[src/sv/dcpa_pkg.sv]
// ----------------------------------------------------------------------------
// dcpa_pkg
// Shared types and constants for the daisy-chain pulse address block:
// field widths, register indexes, register reset values and the result beat layout.
// ----------------------------------------------------------------------------
package dcpa_pkg;

   // field and counter widths
   localparam int unsigned TickWidth   = 16;
   localparam int unsigned CountWidth  = 8;
   localparam int unsigned PulseWidth  = 9;
   localparam int unsigned AddrWidth   = 7;
   localparam int unsigned CsrIdxWidth = 2;
   localparam int unsigned CsrDatWidth = 16;

   // register indexes on the csr port
   typedef enum logic [CsrIdxWidth-1:0] {
      CSR_TIMEOUT_TICKS        = 2'd0,
      CSR_TIMEOUTS_PER_RELEASE = 2'd1,
      CSR_PULSE_HALF_TICKS     = 2'd2
   } csr_idx_type;

   // register reset values
   localparam logic [TickWidth-1:0]  TimeoutTicksRst       = 16'd256;
   localparam logic [CountWidth-1:0] TimeoutsPerReleaseRst = 8'd30;
   localparam logic [TickWidth-1:0]  PulseHalfTicksRst     = 16'd8;

   // one result beat
   typedef struct packed {
      logic                 addr_out_level;
      logic                 irq_level;
      logic                 address_valid;
      logic [AddrWidth-1:0] address_value;
   } rsp_beat_type;

endpackage

[src/sv/daisy_chain_pulse_address.sv]
// ----------------------------------------------------------------------------
// daisy_chain_pulse_address
// Daisy-chain address receiver and forwarder. Counts falling edges on the
// incoming address line, decodes an address after a quiet timeout, forwards
// a pulse train on the outgoing line and drives the interrupt line.
// ----------------------------------------------------------------------------
//
//  port group | direction | handshake             | payload
//  -----------+-----------+-----------------------+-----------------------------
//  req_*      | in        | req_valid / req_ready | addr_in_level, raise_irq
//  rsp_*      | out       | rsp_valid / rsp_ready | addr_out_level, irq_level,
//             |           |                       | address_valid, address_value
//  csr_*      | in        | csr_wr_en             | csr_index, csr_wdata
//
//  One beat per cycle while req_ready is high: the whole tick update is done in
//  the accepting cycle and its result is written to a two-entry output buffer,
//  from which the registered result is presented on the rsp port.
//  req_ready drops only while both buffer entries hold unread results.
//  Synchronous active-high reset sets all state but buffer data to defaults.
//  csr writes take effect at the next edge and are meant for an idle block.
// ----------------------------------------------------------------------------
module daisy_chain_pulse_address (
   input  logic                            clock,
   input  logic                            reset,
   input  logic                            req_valid,
   output logic                            req_ready,
   input  logic                            req_addr_in_level,
   input  logic                            req_raise_irq,
   output logic                            rsp_valid,
   input  logic                            rsp_ready,
   output logic                            rsp_addr_out_level,
   output logic                            rsp_irq_level,
   output logic                            rsp_address_valid,
   output logic [dcpa_pkg::AddrWidth-1:0]  rsp_address_value,
   input  logic                            csr_wr_en,
   input  logic [dcpa_pkg::CsrIdxWidth-1:0] csr_index,
   input  logic [dcpa_pkg::CsrDatWidth-1:0] csr_wdata
);

   // configuration registers
   logic [dcpa_pkg::TickWidth-1:0]  timeout_ticks_ff;
   logic [dcpa_pkg::CountWidth-1:0] timeouts_per_release_ff;
   logic [dcpa_pkg::TickWidth-1:0]  pulse_half_ticks_ff;

   // tick state
   logic                            prev_level_ff, prev_level_in;
   logic [dcpa_pkg::CountWidth-1:0] pulse_count_ff, pulse_count_in;
   logic                            timer_running_ff, timer_running_in;
   logic [dcpa_pkg::TickWidth-1:0]  tick_count_ff, tick_count_in;
   logic [dcpa_pkg::CountWidth-1:0] timeout_count_ff, timeout_count_in;
   logic                            irq_state_ff, irq_state_in;
   logic [dcpa_pkg::PulseWidth-1:0] pulses_left_ff, pulses_left_in;
   logic [dcpa_pkg::TickWidth-1:0]  phase_ticks_ff, phase_ticks_in;
   logic                            out_state_ff, out_state_in;

   // output buffer
   dcpa_pkg::rsp_beat_type          buf_ff [2];
   logic                            head_ff;
   logic [1:0]                      count_ff;
   dcpa_pkg::rsp_beat_type          beat_in;

   logic push;
   logic pop;
   logic tail;

   // configuration writes
   always_ff @(posedge clock) begin
      if (reset) begin
         timeout_ticks_ff        <= dcpa_pkg::TimeoutTicksRst;
         timeouts_per_release_ff <= dcpa_pkg::TimeoutsPerReleaseRst;
         pulse_half_ticks_ff     <= dcpa_pkg::PulseHalfTicksRst;
      end else if (csr_wr_en) begin
         case (dcpa_pkg::csr_idx_type'(csr_index))
            dcpa_pkg::CSR_TIMEOUT_TICKS: begin
               timeout_ticks_ff <= csr_wdata;
            end
            dcpa_pkg::CSR_TIMEOUTS_PER_RELEASE: begin
               timeouts_per_release_ff <= csr_wdata[dcpa_pkg::CountWidth-1:0];
            end
            dcpa_pkg::CSR_PULSE_HALF_TICKS: begin
               pulse_half_ticks_ff <= csr_wdata;
            end
            default: begin
            end
         endcase
      end
   end

   // one tick of the receiver, sender and timer
   always_comb begin
      logic                            sending;
      logic                            start;
      logic [dcpa_pkg::TickWidth-1:0]  phase_inc;
      logic [dcpa_pkg::TickWidth-1:0]  tick_inc;
      logic [dcpa_pkg::CountWidth-1:0] tout_inc;

      prev_level_in    = prev_level_ff;
      pulse_count_in   = pulse_count_ff;
      timer_running_in = timer_running_ff;
      tick_count_in    = tick_count_ff;
      timeout_count_in = timeout_count_ff;
      irq_state_in     = irq_state_ff;
      pulses_left_in   = pulses_left_ff;
      phase_ticks_in   = phase_ticks_ff;
      out_state_in     = out_state_ff;
      beat_in          = '0;

      sending   = (pulses_left_ff != '0);
      start     = 1'b0;
      phase_inc = phase_ticks_ff + 16'd1;

      // advance the outgoing pulse train
      if (sending) begin
         phase_ticks_in = phase_inc;
         if (phase_inc >= pulse_half_ticks_ff) begin
            phase_ticks_in = '0;
            if (out_state_ff) begin
               out_state_in = 1'b0;
            end else begin
               pulses_left_in = pulses_left_ff - 9'd1;
               out_state_in   = (pulses_left_in != '0);
            end
         end
      end

      // falling edge on the incoming line
      if (!sending && prev_level_ff && !req_addr_in_level) begin
         start          = 1'b1;
         pulse_count_in = pulse_count_ff + 8'd1;
      end
      prev_level_in = req_addr_in_level;

      // interrupt raise request
      if (req_raise_irq) begin
         irq_state_in = 1'b1;
         start        = 1'b1;
      end
      if (start) begin
         timer_running_in = 1'b1;
         tick_count_in    = '0;
      end

      // timeout timer
      tick_inc = tick_count_in + 16'd1;
      tout_inc = timeout_count_ff + 8'd1;
      if (timer_running_in && !sending) begin
         tick_count_in = tick_inc;
         if (tick_inc >= timeout_ticks_ff) begin
            tick_count_in = '0;
            if (pulse_count_in != '0) begin
               // even count: decode and forward, odd count: drop
               if (!pulse_count_in[0]) begin
                  beat_in.address_valid = 1'b1;
                  beat_in.address_value = pulse_count_in[dcpa_pkg::AddrWidth:1];
                  pulses_left_in = {1'b0, pulse_count_in} + 9'd2;
                  phase_ticks_in = '0;
                  out_state_in   = 1'b1;
               end
               pulse_count_in = '0;
            end
            timeout_count_in = tout_inc;
            if (tout_inc >= timeouts_per_release_ff) begin
               timer_running_in = 1'b0;
               tick_count_in    = '0;
               timeout_count_in = '0;
               irq_state_in     = 1'b0;
            end
         end
      end

      beat_in.addr_out_level = out_state_in;
      beat_in.irq_level      = irq_state_in;
   end

   // handshake
   assign req_ready = (count_ff != 2'd2);
   assign rsp_valid = (count_ff != 2'd0);
   assign push      = req_valid && req_ready;
   assign pop       = rsp_valid && rsp_ready;
   assign tail      = head_ff ^ count_ff[0];

   // state update on an accepted beat
   always_ff @(posedge clock) begin
      if (reset) begin
         prev_level_ff    <= 1'b1;
         pulse_count_ff   <= '0;
         timer_running_ff <= 1'b0;
         tick_count_ff    <= '0;
         timeout_count_ff <= '0;
         irq_state_ff     <= 1'b0;
         pulses_left_ff   <= '0;
         phase_ticks_ff   <= '0;
         out_state_ff     <= 1'b0;
      end else if (push) begin
         prev_level_ff    <= prev_level_in;
         pulse_count_ff   <= pulse_count_in;
         timer_running_ff <= timer_running_in;
         tick_count_ff    <= tick_count_in;
         timeout_count_ff <= timeout_count_in;
         irq_state_ff     <= irq_state_in;
         pulses_left_ff   <= pulses_left_in;
         phase_ticks_ff   <= phase_ticks_in;
         out_state_ff     <= out_state_in;
      end
   end

   // output buffer payload
   always_ff @(posedge clock) begin
      if (push) begin
         buf_ff[tail] <= beat_in;
      end
   end

   // output buffer pointers
   always_ff @(posedge clock) begin
      if (reset) begin
         head_ff  <= 1'b0;
         count_ff <= 2'd0;
      end else begin
         if (pop) begin
            head_ff <= ~head_ff;
         end
         case ({push, pop})
            2'b10:   count_ff <= count_ff + 2'd1;
            2'b01:   count_ff <= count_ff - 2'd1;
            default: count_ff <= count_ff;
         endcase
      end
   end

   // result ports
   assign rsp_addr_out_level = buf_ff[head_ff].addr_out_level;
   assign rsp_irq_level      = buf_ff[head_ff].irq_level;
   assign rsp_address_valid  = buf_ff[head_ff].address_valid;
   assign rsp_address_value  = buf_ff[head_ff].address_value;

endmodule

[config.mk]
export PLATFORM = sky130hd
export DESIGN_NAME = daisy_chain_pulse_address
export DESIGN_NICKNAME = d
export VERILOG_FILES = /design/src/sv/dcpa_pkg.sv /design/src/sv/daisy_chain_pulse_address.sv
export SDC_FILE = /design/constraint.sdc
export NUM_CORES = 1
export LEC_CHECK = 0
export BUFFER_PORTS_ARGS = -buffer_cell sky130_fd_sc_hd__buf_4
export CORE_MARGIN = 2
export CORE_UTILIZATION = 56
export CTS_CLUSTER_SIZE = 10
export DETAILED_ROUTE_END_ITERATION = 6
export GPL_ROUTABILITY_DRIVEN = 0
export HOLD_SLACK_MARGIN = 0.02
export PLACE_DENSITY = 0.78
export SYNTH_ARGS = -nofsm -noshare
export SYNTH_HDL_FRONTEND = slang
export SYNTH_SLANG_ARGS = --single-unit
[constraint.sdc]
create_clock -name clock -period 7.4 [get_ports clock]
set_input_delay 1.48 -clock clock [delete_from_list [all_inputs] [get_ports clock]]
set_output_delay 1.48 -clock clock [all_outputs]
set_load 0.01 [all_outputs]
==> out/metrics.cfg <==
[setup_path]
worst-endpoint-required_ns = 7.75
critPathBufInv = 3
rrSetupSlack_ns = 2.25
terminus_of_the_critical_flop_to_flop_path = tick_count_ff[7]
worst_setup_path_end_kind = flop
r2r-start = pulses_left_ff[0]
crit_path_max_incr_delay_ns = 0.70
critPathLaunchType = input port
most_numerous_cell_on_the_critical_path = sky130_fd_sc_hd__buf_4
crit_chain = buf_4 > nor2b_1 > a31oi_1 > buf_4 > and2_1 > ha_1 > and4_1 > nand2_1 > or2_2 > a21oi_1 > ha_1 > o2111ai_1 > a311oi_1 > nor2_1 > a41oi_1 > buf_4 > o2111ai_2 > or4_1 > a21oi_1
ff2ff_path_depth = 21
critPathKind = input port to flop
wp_data_arrival_ns = 5.82
crit_family = simple AND/OR/NAND/NOR gates
crit_fanout = 24
cpMaxStageDelayCell = sky130_fd_sc_hd__or4_1

[power]
max-vdd-ir-drop_mv = 0.146
powerDensity_nw_per_um2 = 249
leakage_uw = 0.00312

[outcome]
status = finished, final reports clean

[logic_synthesis]
avgSynthCellArea_sq_um = 8.19
netlist-cell-type-count = 69
ys_async_sr_fraction_pct = 0
ys_ff_latch = 125
commonest_cells_in_the_synthesized_netlist = sky130_fd_sc_hd__nand2_1 (135), sky130_fd_sc_hd__dfxtp_1 (105), sky130_fd_sc_hd__a21oi_1 (92)
synthesis.instances = 889
synth.yosys.seq_area_share_pct = 37.1
synthesis.area_sq_um = 7280
yosysMostFrequentCell = sky130_fd_sc_hd__nand2_1
yosys_warnings = 0
netlist.area_leader.share_pct = 28.9
synth.area.top_cells = sky130_fd_sc_hd__dfxtp_1 (29%), sky130_fd_sc_hd__ha_1 (8.4%), sky130_fd_sc_hd__edfxtp_1 (8.2%)
synth-main-ff-cell = sky130_fd_sc_hd__dfxtp_1
yosys.area.top_type = sky130_fd_sc_hd__dfxtp_1
post_synth_edffs = 20
syn_nets = 963

[drt]
detail_route.drc_violations = 0
drt-vias-per-instance = 5.92
drtAntennaViolNets = 0
route.vias.total = 6451
routed_wirelength_mm = 17.4
drc_violation_total_after_the_first_tritonroute_iteration = 438
firstDrtPassIters = 5
wl_per_cell_microns = 16.0

[floorplanning]
die_h_microns = 118
design.portCount = 37
num_rows = 41
die-area_sq_um = 13900
design.core.area_sq_um = 12700
start_util_pct = 57.5
die_width_microns = 118

[placed_design]
place.port_buffers = 36
dp_cells = 1058
detailedPlacementHpwl_mm = 12.0

[global_route]
number_of_antenna_violations_at_the_first_check_in_global_routing = 0
first_global_vias = 6208
grt_remaining_overflow = 0
overall_fraction_of_global_route_tracks_in_use_pct = 25.6
grt_first_pass_wirelength_mm = 29.0
grt_start_max_net_pins = 95

[clock_network]
clock_tree.htree_level_count = 4
cts-buffers-inserted = 17
clock_root_buffer = sky130_fd_sc_hd__clkbuf_16
clockBufferDepth = 2
insertion_delay_ns = 0.42
cts_tree = done
post_cts_resize_count = 0
cts.repair_timing.setup_buffer_count = 0
number_of_hold_buffers_added_after_cts = 0
path_clk_slew_ns = 0.06
tritoncts_num_sinks = 125

[sta]
finalMaxSlewViolations = 0
final_hold_viol_count = 0
tightestPinTransition_ns = 1.16
headroom_to_the_max_slew_limit_pct = 22.6
post-route-min-period_ns = 5.47
setup-violations-final = 0
finalHoldWorstSlack_ns = 0.455
grt_setup_unrepaired = false
max_freq_ghz = 0.183
finalSetupTns_ns = 0
finalClockSkew_ns = 0.00649
fin_crit_sh_pct = 73.9

[flow_run]
max_cap_viol_count = 0

[hold_path]
worstHoldEndpoint = pulse_half_ticks_ff[12]
hold_class = flop to flop
min-delay-start = pulse_half_ticks_ff[12]
min_delay_path_depth = 2

[finish]
antenna_cells_inserted = 0
finalNetCount = 979
finalNonFillerCells = 1090
syn_to_final_growth_pct = 13.4
drive_gt1_share_pct = 11.3

registers in the layout (all words and copies together) (netlist names), 2 cells and up, named ones only:
| signal | count |
|---|---|
| timeout_ticks_ff | 16 |
| pulse_count_ff | 8 |
| count_ff | 2 |
| tick_count_ff | 16 |
| timeouts_per_release_ff | 8 |
| timeout_count_ff | 8 |
| phase_ticks_ff | 16 |
| pulse_half_ticks_ff | 16 |
| pulses_left_ff | 9 |
| buf_ff | 20 |
worst register-to-register path: stages (launching register included):
cell and delay (ns):
sky130_fd_sc_hd__dfxtp_1 0.40, sky130_fd_sc_hd__inv_1 0.09, sky130_fd_sc_hd__ha_1 0.21, sky130_fd_sc_hd__nor4b_2 0.16
sky130_fd_sc_hd__buf_4 0.18, sky130_fd_sc_hd__a31oi_1 0.18, sky130_fd_sc_hd__buf_4 0.20, sky130_fd_sc_hd__and2_1 0.17
sky130_fd_sc_hd__ha_1 0.24, sky130_fd_sc_hd__and4_1 0.27, sky130_fd_sc_hd__nand2_1 0.09, sky130_fd_sc_hd__or2_2 0.28
sky130_fd_sc_hd__a21oi_1 0.15, sky130_fd_sc_hd__ha_1 0.27, sky130_fd_sc_hd__and4_1 0.18, sky130_fd_sc_hd__a2111oi_0 0.38
sky130_fd_sc_hd__a41oi_1 0.16, sky130_fd_sc_hd__buf_4 0.22, sky130_fd_sc_hd__nor3_1 0.59, sky130_fd_sc_hd__buf_4 0.28
sky130_fd_sc_hd__a21oi_1 0.09, sky130_fd_sc_hd__a311oi_1 0.26
power breakdown:
group	internal (uW)	switching [uW]	total, uW
Sequential	761	39.0	800
Clock	610	306	916
Combinational	144	194	338
final cells by class:
type                            instances  area [sq um]
Multi-Input combinational cell        667          4180
Sequential cell                       125          2700
Timing Repair Buffer                   43           323
Fill cell                            1117          4410
Inverter                               51           191
Clock buffer                           23           499
Clock inverter                          9           154
Tap cell                              172           215
cells by family after synthesis:
logic type               Yosys count  share of synthesized area (%)
AND/OR/NAND/NOR                  355                           23.4
AO/OA/AOI/OAI                    196                           16.9
flip-flops                       125                           37.1
buffers and inverters             97                           5.62
XOR/XNOR                          50                           6.11
adder cells (fa/ha/maj)           49                           8.42
multiplexers                      17                           2.52
placed cells by master, fill, tap and decap left out, types with 23 or more instances in the layout:
cell type	n
sky130_fd_sc_hd__nand3_1	45
sky130_fd_sc_hd__dfxtp_1	105
sky130_fd_sc_hd__nor2_1	81
sky130_fd_sc_hd__ha_1	49
sky130_fd_sc_hd__a22oi_1	23
sky130_fd_sc_hd__xor2_1	27
sky130_fd_sc_hd__nand2_1	135
sky130_fd_sc_hd__buf_4	43
sky130_fd_sc_hd__inv_1	51
sky130_fd_sc_hd__a21oi_1	92
worst max-delay path by stage:
| stage | to | slack, ns | from | cells after the start |
|---|---|---|---|---|
| 2_1_floorplan | tick_count_ff[11] | 2.36 | req_addr_in_level | 17 |
| 3_3_place_gp | pulses_left_ff[8] | 1.67 | req_addr_in_level | 19 |
| 3_5_place_dp | pulses_left_ff[6] | 1.57 | req_addr_in_level | 19 |
| 4_1_cts | pulses_left_ff[6] | 1.97 | req_addr_in_level | 19 |
| 5_1_grt | pulses_left_ff[6] | 1.54 | req_addr_in_level | 19 |
| 6_report | pulses_left_ff[6] | 1.93 | req_addr_in_level | 19 |
per-stage QoR:
stage / total power, uW / util [%] / instance area (sq um) / setup WS, ns
final: 2050 / 65.2 / 8260 / 1.93
after global routing: 2130 / 65.2 / 8260 / 1.54
after CTS: 2060 / 65.2 / 8260 / 1.97
after detailed placement: 1150 / 60.1 / 7610 / 1.57
after global placement: 1140 / 60.1 / 7610 / 1.67
after floorplan: 1030 / - / 7280 / 2.36
per-layer routing:
metal / up-vias / GRT usage, % / share of wire [%]
met5: - / 0 / 0
met4: 0 / 10.5 / 2.5
met3: 39 / 5.62 / 4.7
met2: 175 / 43.8 / 49
met1: 3051 / 31.2 / 44
li1: 3186 / - / -
Note: power is estimated with default switching activity, not from simulation.
